--- src/sv/assert_macros.svh ---
// Assertion helpers used by the RTL.
`ifndef ASSERT_MACROS_SVH
`define ASSERT_MACROS_SVH

// Same-cycle implication, disabled during reset.
`define ASSERT_SAME(label, clk, rst_n, ante, cons) \
	label: assert property (@(posedge clk) disable iff (!rst_n) (ante) |-> (cons)) \
		else $error("assertion failed");

// Next-cycle implication, disabled during reset.
`define ASSERT_NEXT(label, clk, rst_n, ante, cons) \
	label: assert property (@(posedge clk) disable iff (!rst_n) (ante) |=> (cons)) \
		else $error("assertion failed");

`endif

--- src/sv/mrid_pkg.sv ---
`default_nettype none
package mrid_pkg;
	localparam int NUM_REGS       = 8;
	localparam int CFG_IDX_BITS   = 3;
	localparam int DIGIT_BITS     = 8;
	localparam int CELL_STEPS     = 4;
	localparam int DEF_COMPONENTS = 8;
	localparam int DEF_RADIX_BITS = 8;
	localparam int DEF_INDEX_BITS = 32;

	typedef enum logic [CFG_IDX_BITS-1:0] {
		REG_RADIX_0 = 3'd0,
		REG_RADIX_1 = 3'd1,
		REG_RADIX_2 = 3'd2,
		REG_RADIX_3 = 3'd3,
		REG_RADIX_4 = 3'd4,
		REG_RADIX_5 = 3'd5,
		REG_RADIX_6 = 3'd6,
		REG_RADIX_7 = 3'd7
	} reg_idx_t;
endpackage
`default_nettype wire

--- src/sv/mrid_check.sv ---
`default_nettype none
module mrid_check import mrid_pkg::*; #(
	parameter int COMPONENTS = DEF_COMPONENTS,
	parameter int RADIX_BITS = DEF_RADIX_BITS,
	parameter int INDEX_BITS = DEF_INDEX_BITS
) (
	input  wire logic                             clk,
	input  wire logic                             arst_n,
	input  wire logic                             adv,
	input  wire logic [RADIX_BITS-1:0]            radix0,
	input  wire logic                             zero_radix,
	input  wire logic                             valid_i,
	input  wire logic [INDEX_BITS-1:0]            quot_i,
	input  wire logic [COMPONENTS*RADIX_BITS-1:0] dig_i,
	output logic                                  valid_q,
	output logic                                  oor_q,
	output logic [COMPONENTS*RADIX_BITS-1:0]      dig_q
);
	`include "assert_macros.svh"

	logic                             oor_d;
	logic [COMPONENTS*RADIX_BITS-1:0] dig_d;

	// The quotient left for the top component must fit below its radix.
	always_comb begin
		oor_d = zero_radix || (quot_i >= INDEX_BITS'(radix0));
		dig_d = dig_i;
		dig_d[RADIX_BITS-1:0] = quot_i[RADIX_BITS-1:0];
		if (oor_d) begin
			dig_d = '0;
		end
	end

	always_ff @(posedge clk or negedge arst_n) begin
		if (!arst_n) begin
			valid_q <= 1'b0;
		end else if (adv) begin
			valid_q <= valid_i;
		end
	end

	always_ff @(posedge clk) begin
		if (adv) begin
			oor_q <= oor_d;
			dig_q <= dig_d;
		end
	end

	`ASSERT_SAME(a_oor_zero, clk, arst_n, valid_q && oor_q, dig_q == '0)
	`ASSERT_SAME(a_top_digit, clk, arst_n, valid_q && !oor_q, dig_q[RADIX_BITS-1:0] < radix0)
	`ASSERT_NEXT(a_hold, clk, arst_n, valid_q && !adv, valid_q && $stable(dig_q) && $stable(oor_q))
endmodule
`default_nettype wire

--- config.mk ---
export PLATFORM = sky130hd
export DESIGN_NAME = mrid_check
export DESIGN_NICKNAME = d
export VERILOG_FILES = /design/src/sv/mrid_pkg.sv /design/src/sv/mrid_check.sv
export VERILOG_INCLUDE_DIRS = /design/src /design/src/sv
export SDC_FILE = /design/constraint.sdc
export NUM_CORES = 1
export LEC_CHECK = 0
export BUFFER_PORTS_ARGS = -buffer_cell sky130_fd_sc_hd__buf_2
export CORE_AREA = 2 2 95 79
export DETAILED_ROUTE_END_ITERATION = 8
export DIE_AREA = 0 0 97 81
export PLACE_DENSITY = 0.9
export REMOVE_ABC_BUFFERS = 1
export SLEW_MARGIN = 0
export SYNTH_ARGS = -nofsm -noshare
export SYNTH_HDL_FRONTEND = slang
export SYNTH_SLANG_ARGS = --single-unit
--- constraint.sdc ---
create_clock -name clk -period 0.8 [get_ports clk]
set_input_delay 0.16 -clock clk [delete_from_list [all_inputs] [get_ports clk]]
set_output_delay 0.16 -clock clk [all_outputs]
set_load 0.02 [all_outputs]
==> impl_metrics.py, run 1 <==
metrics = {
    "clock_tree": {
        "htreeDepth": 3,
        "clk_path_buf_depth": 2,
        "clock_sinks": 66,
        "numCtsBuffers": 9,
        "cts_root_buf": "clkbuf_8",
        "clkLatencyLatePin_ps": 330,
        "clk_pin_slew_ps": 70,
        "cts_tree": "built",
    },
    "logic_synthesis": {
        "synth_common_cells": "65 x edfxtp_1, 64 x and4_1, 8 x clkbuf_1, 8 x ha_1, 8 x inv_1",
        "synthDominantCellAreaShare_pct": 65.9,
        "syn_area_sq_um": 2960,
        "asyncSetResetFlopFracSynth_pct": 1.52,
        "yosys_warnings": 0,
        "synth.distinct_cells": 21,
        "synth_ff_type": "edfxtp_1",
        "synth.most_common_cell": "edfxtp_1",
        "synth_cells": 188,
        "ys_ff_latch": 66,
        "synth-edff-count": 65,
        "avgSynthCellArea_sq_um": 15.8,
        "synth_area_leaders": "edfxtp_1 66%, and4_1 19%, ha_1 3.4%",
        "synth_area_leader_cell": "edfxtp_1",
        "ys_seq_area_share_pct": 66.7,
    },
    "timing": {
        "period_needed_ps": 1410,
        "finalSetupTns_ps": -50180,
        "rsz0062_at_grt": "yes",
        "hold_violations": 0,
        "layout_setup_ws_ps": -605,
        "worstMarginPinSlew_ps": 280,
        "timing.fmax_ghz": 0.712,
        "final-setup-viol-count": 132,
        "period_share_pct": 176,
        "slew_headroom_pct": 81.3,
        "timing.final.max_slew_violations": 0,
        "final.setup_skew_ps": 0,
    },
    "drt": {
        "drc_errors": 0,
        "viasPerCell": 5.23,
        "wl_mm": 8.13,
        "post_drt_wl_per_cell_um": 17.5,
        "drtIter0Drc": 101,
        "antenna_left": 0,
        "dr.pass1.iters": 4,
        "vias": 2432,
    },
    "die": {
        "rows": 28,
        "io_pins": 175,
        "initial_core_util_pct": 42.1,
        "dieWidth_um": 97,
        "die_area_sq_um": 7860,
        "fp.dieH_um": 81,
        "coreArea_sq_um": 7040,
    },
    "cells_and_area": {
        "antennaDiodeCount": 0,
        "drive_gt1_share_pct": 57.1,
        "multi_input_area_sq_um": 852,
        "area_growth_pct": 58.8,
        "nFillCells": 506,
        "nets": 487,
        "final_util_pct": 66.8,
        "seq_area_sq_um": 1980,
    },
    "global_routing": {
        "antenna_found_initial": 0,
        "grt_pass1_wl_mm": 12.0,
        "grt_max_degree": 66,
        "first_global_vias": 2431,
        "grt_overflow_total": 0,
        "track_usage_pct": 19.9,
    },
    "min_path": {
        "hold_path.class": "in -> reg",
    },
    "pwr": {
        "vdd.ir_drop.worst_mv": 0.742,
        "p_leak_nw": 2.03,
        "cellPowerDensity_nw_per_um2": 1710,
    },
    "critical_path": {
        "cp-end-kind": "flop",
        "cp-start-kind": "input port",
        "crit_fanout": 8,
        "critical_path_required_ps": 1000,
        "critPathKind": "in -> reg",
        "arrival_ps": 1610,
    },
    "status": {
        "status": "finished with violations",
        "violations": "setup timing",
    },
    "run": {
        "maxCapViolCount": 0,
    },
    "placed_design": {
        "gp_congestion": 0.741,
        "dpl_worst_slack_ps": -982,
        "io_buffers": 166,
        "hpwl_mm": 5.06,
    },
}
[final cells by class]
type / instances / area share, %
repair buffers: 192 / 32.5
flip-flops and latches: 66 / 42.0
multi-input cells: 93 / 18.1
clock buffers: 13 / 2.95
clock inverters: 3 / 1.36
inverters: 8 / 0.691
well taps: 90 / 2.39
[per-stage QoR]
step | std cells | hold WS, ps | power, W | area [sq um]
2_1_floorplan | 167 | -136 | 0.00443 | 2810
3_3_place_gp | 434 | -65.2 | 0.00498 | 3950
3_5_place_dp | 434 | -64.3 | 0.00500 | 3950
4_1_cts | 465 | 46.1 | 0.00799 | 4540
5_1_grt | 465 | 42.4 | 0.00835 | 4710
6_report | 465 | 57.8 | 0.00806 | 4710
[per-layer routing]
| layer | track usage, % | vias to the layer above | wire length, um |
|---|---|---|---|
| li1 | - | 1144 | - |
| met1 | 22.1 | 1178 | 3080 |
| met2 | 36.7 | 98 | 4470 |
| met3 | 5.59 | 12 | 459 |
| met4 | 7.75 | 0 | 123 |
| met5 | 0 | - | 0 |
[report_power, final]
group	leakage [nW]	switching, W	internal [W]	total (W)
clock network	0.0993	0.00116	0.00175	0.00292
registers	0.629	0.0000766	0.00396	0.00404
logic	1.30	0.000554	0.000546	0.00110
total	2.03	0.00180	0.00626	0.00806
[critical path, cell delays in order]
cell and delay [ps]:
buf_8 100, ha_4 150, nor4_2 260, nand4_1 190, nor2_4 190, buf_6 140, buf_6 130, buf_16 120
and4_1 170
[path summary, 6_finish.rpt]
path | slack, ps | endpoint | cells after the start | from
setup / recovery | -610 | dig_q[38] | 9 | quot_i[7]
hold / removal | 60 | valid_q | 2 | valid_i
setup reg to reg | -110 | valid_q | 2 | valid_q
hold reg to reg | 670 | valid_q | 2 | valid_q
max in group asynchronous | 550 | valid_q | 2 | arst_n
min in group asynchronous | 160 | valid_q | 2 | arst_n
[state kept, by name (all words and copies together), names as in the netlist]
name and cells:
oor_q 1, valid_q 1, dig_q 64
[placed cells by master (no fill, tap or decap), drive strengths merged, types with 2 or more instances in the layout]
cell type / count
edfxtp: 65
clkbuf: 14
ha: 8
nor4: 6
and4: 64
nand4: 4
nor2: 4
bufinv: 2
nand3: 2
buf: 190
inv: 8
[logic make-up after synthesis]
logic type	count (synthesis)	synth area share (%)
compound gates	4	0.844
simple gates	80	22.6
mux	1	0.380
fa+ha+maj	8	3.38
buf+inv	29	6.12
flops	66	66.7
[timing repair]
action                                  in CTS  in global routing
gates resized for setup                     51                 59
endpoints found under the hold margin        1                  0
endpoints found under the setup margin     131                132
cloned                                       6                  1
pin swaps                                   62                  7
setup buffers                                9                  1
hold buffers                                 1                  0
(Power assumes the default switching activity.)
==> inputs of run 2 (changes only) <==
CORE_AREA = 2 2 104 86   (was 2 2 95 79)
DIE_AREA = 0 0 106 88   (was 0 0 97 81)
PLACE_DENSITY = 0.79   (was 0.9)
==> impl_metrics.py, run 2 (synthesis gave the netlist of run 1 again) <==
metrics = {
    "cells_and_area": {
        "final_common_cell": "buf_2",
        "nFillCells": 703,
        "final_util_pct": 55.4,
        "largest_reg_flops": 64,
        "layout_common_cells": "112 x buf_2, 65 x edfxtp_1, 64 x and4_1",
        "top_regs": "dig_q (64), oor_q (1), valid_q (1)",
        "area_growth_pct": 55.2,
        "drive_gt1_share_pct": 56.6,
        "regMostFlops": "dig_q",
        "nets": 476,
    },
    "timing": {
        "layout_setup_ws_ps": -528,
        "period_needed_ps": 1330,
        "timing.fmax_ghz": 0.753,
        "rsz0062_at_grt": "yes",
        "hold_violations": 0,
        "period_share_pct": 166,
        "timing.final.max_slew_violations": 0,
        "final-setup-viol-count": 131,
        "slew_headroom_pct": 82.0,
        "final.setup_skew_ps": 0,
        "finalSetupTns_ps": -47650,
        "worstMarginPinSlew_ps": 268,
    },
    "global_routing": {
        "grt_pass1_wl_mm": 11.6,
        "grt_max_degree": 66,
        "antenna_found_initial": 1,
        "track_usage_pct": 16.4,
        "grt_overflow_total": 0,
        "first_global_vias": 2314,
    },
    "critical_path": {
        "arrival_ps": 1530,
        "slowest_stage": "nor4_2",
        "cp_slowest_stage_delay_ps": 250,
        "critPathKind": "in -> reg",
        "crit_chain": "buf_6, inv_4, ha_4, nor4_2, nand4_1, nor2_4, buf_12, buf_12, and4_1",
        "worst-path-buf-inv": 4,
        "crit_path_frequent_cell": "buf_12",
        "cp-end-kind": "flop",
        "cp-start-kind": "input port",
        "critical_path_required_ps": 1000,
        "cp_top_family": "simple AND/OR/NAND/NOR gates",
        "crit_fanout": 27,
    },
    "die": {
        "die_area_sq_um": 9330,
        "dieWidth_um": 106,
        "fp.dieH_um": 88,
        "rows": 30,
        "io_pins": 175,
        "coreArea_sq_um": 8300,
        "initial_core_util_pct": 35.7,
    },
    "drt": {
        "antenna_left": 0,
        "drc_errors": 0,
        "vias": 2350,
        "post_drt_wl_per_cell_um": 15.7,
        "wl_mm": 7.48,
        "viasPerCell": 4.93,
        "dr.pass1.iters": 4,
        "drtIter0Drc": 74,
    },
    "clock_tree": {
        "clk_path_buf_depth": 2,
        "cts_root_buf": "clkbuf_8",
        "htreeDepth": 3,
        "clkLatencyLatePin_ps": 330,
        "numCtsBuffers": 9,
        "clock_sinks": 66,
        "cts_tree": "built",
        "clk_pin_slew_ps": 70,
    },
    "run": {
        "maxCapViolCount": 0,
    },
    "pwr": {
        "finalPower_w": 0.00750,
        "vdd.ir_drop.worst_mv": 0.693,
        "p_leak_nw": 1.95,
        "cellPowerDensity_nw_per_um2": 1630,
    },
    "placed_design": {
        "gp_congestion": 0.652,
        "dpl_worst_slack_ps": -1020,
        "io_buffers": 166,
        "hpwl_mm": 5.10,
    },
    "status": {
        "status": "finished with violations",
        "violations": "setup timing",
    },
    "min_path": {
        "hold_path.class": "in -> reg",
    },
}
run 2: changes by cell type in the layout (fill, tap and decap cells not counted), sizes merged:
| cell | delta |
|---|---|
| buf | -10 |
| bufinv | -2 |
| clkbuf | -5 |
| clkinv | +4 |
| clkinvlp | +2 |
| diode | +1 |
run 2: where the power goes:
part / switching [W] / total (W) / internal [W]
clock: 0.00127 / 0.00238 / 0.00111
sequential: 0.0000783 / 0.00404 / 0.00396
combinational: 0.000541 / 0.00109 / 0.000548
total: 0.00188 / 0.00750 / 0.00562
run 2: worst paths after layout:
check                          start        end  slack (ps)  depth (start not counted)
hold / removal               valid_i    valid_q          60                          2
setup / recovery           radix0[7]  dig_q[28]        -530                          9
max in group asynchronous     arst_n    valid_q         590                          2
setup reg to reg             valid_q    valid_q          30                          1
min in group asynchronous     arst_n    valid_q         130                          2
hold reg to reg              valid_q    valid_q         550                          1
run 2: final cells by class:
class / instances / area [sq um] / area share [%]
diodes: 1 / 2.50 / 0.0544
clock buffers: 9 / 124 / 2.69
clock inverters: 7 / 46.3 / 1.01
inverters: 8 / 32.5 / 0.707
multi-input cells: 93 / 847 / 18.4
flip-flops and latches: 66 / 1980 / 43.0
well taps: 112 / 140 / 3.05
repair buffers: 181 / 1430 / 31.1
run 2: metal layers:
metal / global-route usage [%] / share of wire, %
met1: 20.2 / 41
met2: 27.2 / 50
met3: 5.80 / 8.6
met4: 5.74 / 0.96
met5: 0 / 0
run 2: what timing repair did:
item                                    in CTS  in global routing
hold buffers                                 1                  0
cloned                                       3                  0
setup buffers                                2                  0
endpoints found under the hold margin        1                  0
endpoints found under the setup margin     131                131
gates resized for setup                     51                 68
pin swaps                                    6                 10
run 2: stage by stage:
step	hold slack, ps	area, sq um	cells
after floorplan	-136	2810	167
after global placement	-65.4	3930	454
after detailed placement	-64.7	3930	454
after CTS	30.6	4380	476
after global routing	43.0	4600	476
final	59.8	4600	477
==> inputs of run 3 (changes only) <==
CTS_CLUSTER_DIAMETER = 30   (was not set)
SETUP_SLACK_MARGIN = 0.02   (was not set)
==> impl_metrics.py, run 3 (synthesis gave the netlist of run 1 again) <==
metrics = {
    "timing": {
        "slew_headroom_pct": 82.0,
        "final.setup_skew_ps": 0,
        "timing.fmax_ghz": 0.753,
        "period_share_pct": 166,
        "rsz0062_at_grt": "yes",
        "final-setup-viol-count": 131,
        "hold_violations": 0,
        "layout_setup_ws_ps": -528,
        "timing.final.max_slew_violations": 0,
        "worstMarginPinSlew_ps": 267,
        "period_needed_ps": 1330,
    },
    "die": {
        "dieWidth_um": 106,
        "fp.dieH_um": 88,
        "die_area_sq_um": 9330,
        "coreArea_sq_um": 8300,
        "io_pins": 175,
        "initial_core_util_pct": 35.7,
        "rows": 30,
    },
    "pwr": {
        "p_int_w": 0.00562,
        "clkPwrFrac_pct": 31.7,
        "vdd.ir_drop.worst_mv": 0.693,
        "cellPowerDensity_nw_per_um2": 1630,
        "power.switching_w": 0.00189,
        "finalPower_w": 0.00751,
        "p_sw_share_pct": 25.2,
        "p_leak_nw": 1.96,
        "pwr-share-comb_pct": 14.5,
        "seq_power_share_pct": 53.8,
    },
    "drt": {
        "viasPerCell": 4.95,
        "wl_met3_um": 649,
        "wl_mm": 7.51,
        "drc_errors": 0,
        "drtIter0Drc": 80,
        "dr.pass1.iters": 4,
        "wl_met1_mm": 3.03,
        "vias": 2362,
        "post_drt_wl_per_cell_um": 15.8,
        "highest-signal-layer": "met4",
        "wl_met2_mm": 3.76,
        "antenna_left": 0,
    },
    "critical_path": {
        "cp_slowest_stage_delay_ps": 330,
        "critPathKind": "in -> reg",
        "arrival_ps": 1410,
        "crit_fanout": 23,
        "cp-start-kind": "input port",
        "r2r_slack_ps": 20,
        "slowest_stage": "ha_2",
        "cp-end-kind": "flop",
        "crit_chain": "buf_2, ha_2, nand4_1, nor2_2, o31ai_4, buf_4, and4_1",
        "critical_path_required_ps": 880,
    },
    "clock_tree": {
        "numCtsBuffers": 9,
        "cts_root_buf": "clkbuf_8",
        "clock_sinks": 66,
        "htreeDepth": 3,
        "cts_tree": "built",
        "clk_pin_slew_ps": 70,
        "clk_path_buf_depth": 2,
        "clkLatencyLatePin_ps": 330,
    },
    "placed_design": {
        "gp_congestion": 0.652,
        "io_buffers": 166,
        "hpwl_mm": 5.10,
    },
    "global_routing": {
        "grt_overflow_total": 0,
        "first_global_vias": 2314,
        "track_usage_pct": 16.4,
        "grt_pass1_wl_mm": 11.6,
        "antenna_found_initial": 1,
        "grt_max_degree": 66,
    },
    "status": {
        "violations": "setup timing",
        "status": "finished with violations",
    },
    "cells_and_area": {
        "regMostFlops": "dig_q",
        "layout_common_cells": "112 x buf_2, 65 x edfxtp_1, 64 x and4_1",
        "final_common_cell": "buf_2",
        "area_growth_pct": 55.3,
        "top_regs": "dig_q (64), oor_q (1), valid_q (1)",
        "drive_gt1_share_pct": 56.6,
        "nets": 476,
        "nFillCells": 704,
        "final_util_pct": 55.5,
        "largest_reg_flops": 64,
    },
    "min_path": {
        "hold_path.class": "in -> reg",
    },
    "run": {
        "maxCapViolCount": 0,
    },
}
[run 3: cell count changes in the layout (fill, tap and decap cells not counted)]
cell    previous run  this run
mux2_2             1         0
mux2_4             0         1
[run 3: cell type report]
class                           instances  area, sq um  share of cell area (%)
Tap cell                              112          140                    3.04
Clock inverter                          7         46.3                    1.01
Multi-Input combinational cell         93          851                    18.5
Inverter                                8         32.5                   0.707
Timing Repair Buffer                  181         1430                    31.1
Clock buffer                            9          124                    2.69
Sequential cell                        66         1980                    42.9
Antenna cell                            1         2.50                  0.0544
[run 3: final timing paths]
| kind | depth (start not counted) | startpoint | end |
|---|---|---|---|
| min in group asynchronous | 2 | arst_n | valid_q |
| max | 7 | quot_i[6] | dig_q[14] |
| min | 2 | valid_i | valid_q |
| max in group asynchronous | 2 | arst_n | valid_q |
| max reg2reg | 1 | valid_q | valid_q |
| min reg2reg | 1 | valid_q | valid_q |
[run 3: per-layer routing]
layer  global-route usage (%)  vias to the layer above
li1                         -                     1128
met1                     20.2                     1110
met2                     27.2                      116
met3                     5.80                        8
met4                     5.74                        0
met5                        0                        -
[run 3: stage by stage]
step	hold WS, ps	setup WS (ps)	instances	area [sq um]	setup TNS (ps)
finish	56.5	-528	477	4600	-47660
global placement	-65.4	-964	454	3930	-65270
detailed placement	-64.7	-1020	454	3930	-69060
floorplan	-136	-2730	167	2810	-177130
CTS	30.6	-535	476	4380	-49910
global route	29.2	-597	476	4600	-55040
[run 3: power by group through the flow]
stage | Combinational [W] | Sequential [W] | Clock, W
final | 0.00109 | 0.00404 | 0.00238
after global routing | 0.00117 | 0.00405 | 0.00264
after CTS | 0.000995 | 0.00402 | 0.00247
after detailed placement | 0.000905 | 0.00408 | 0
after global placement | 0.000891 | 0.00407 | 0
after floorplan | 0.0000993 | 0.00433 | 0
[run 3: what timing repair did]
item                                   CTS  global route
gates resized for setup                 51            69
endpoints found under the hold margin    1             0
buffers inserted                         2             0
pin swaps                                6            10
cloned                                   3             0
hold buffers                             1             0
setup endpoints to repair              131           132
[run 3: critical path: cells and delay by family]
kind / cells / cell delay, ps
adders and majority gates: 1 / 330
buffers and inverters: 2 / 320
and+or+nand+nor: 3 / 490
AOI/OAI and AO/OA: 1 / 100
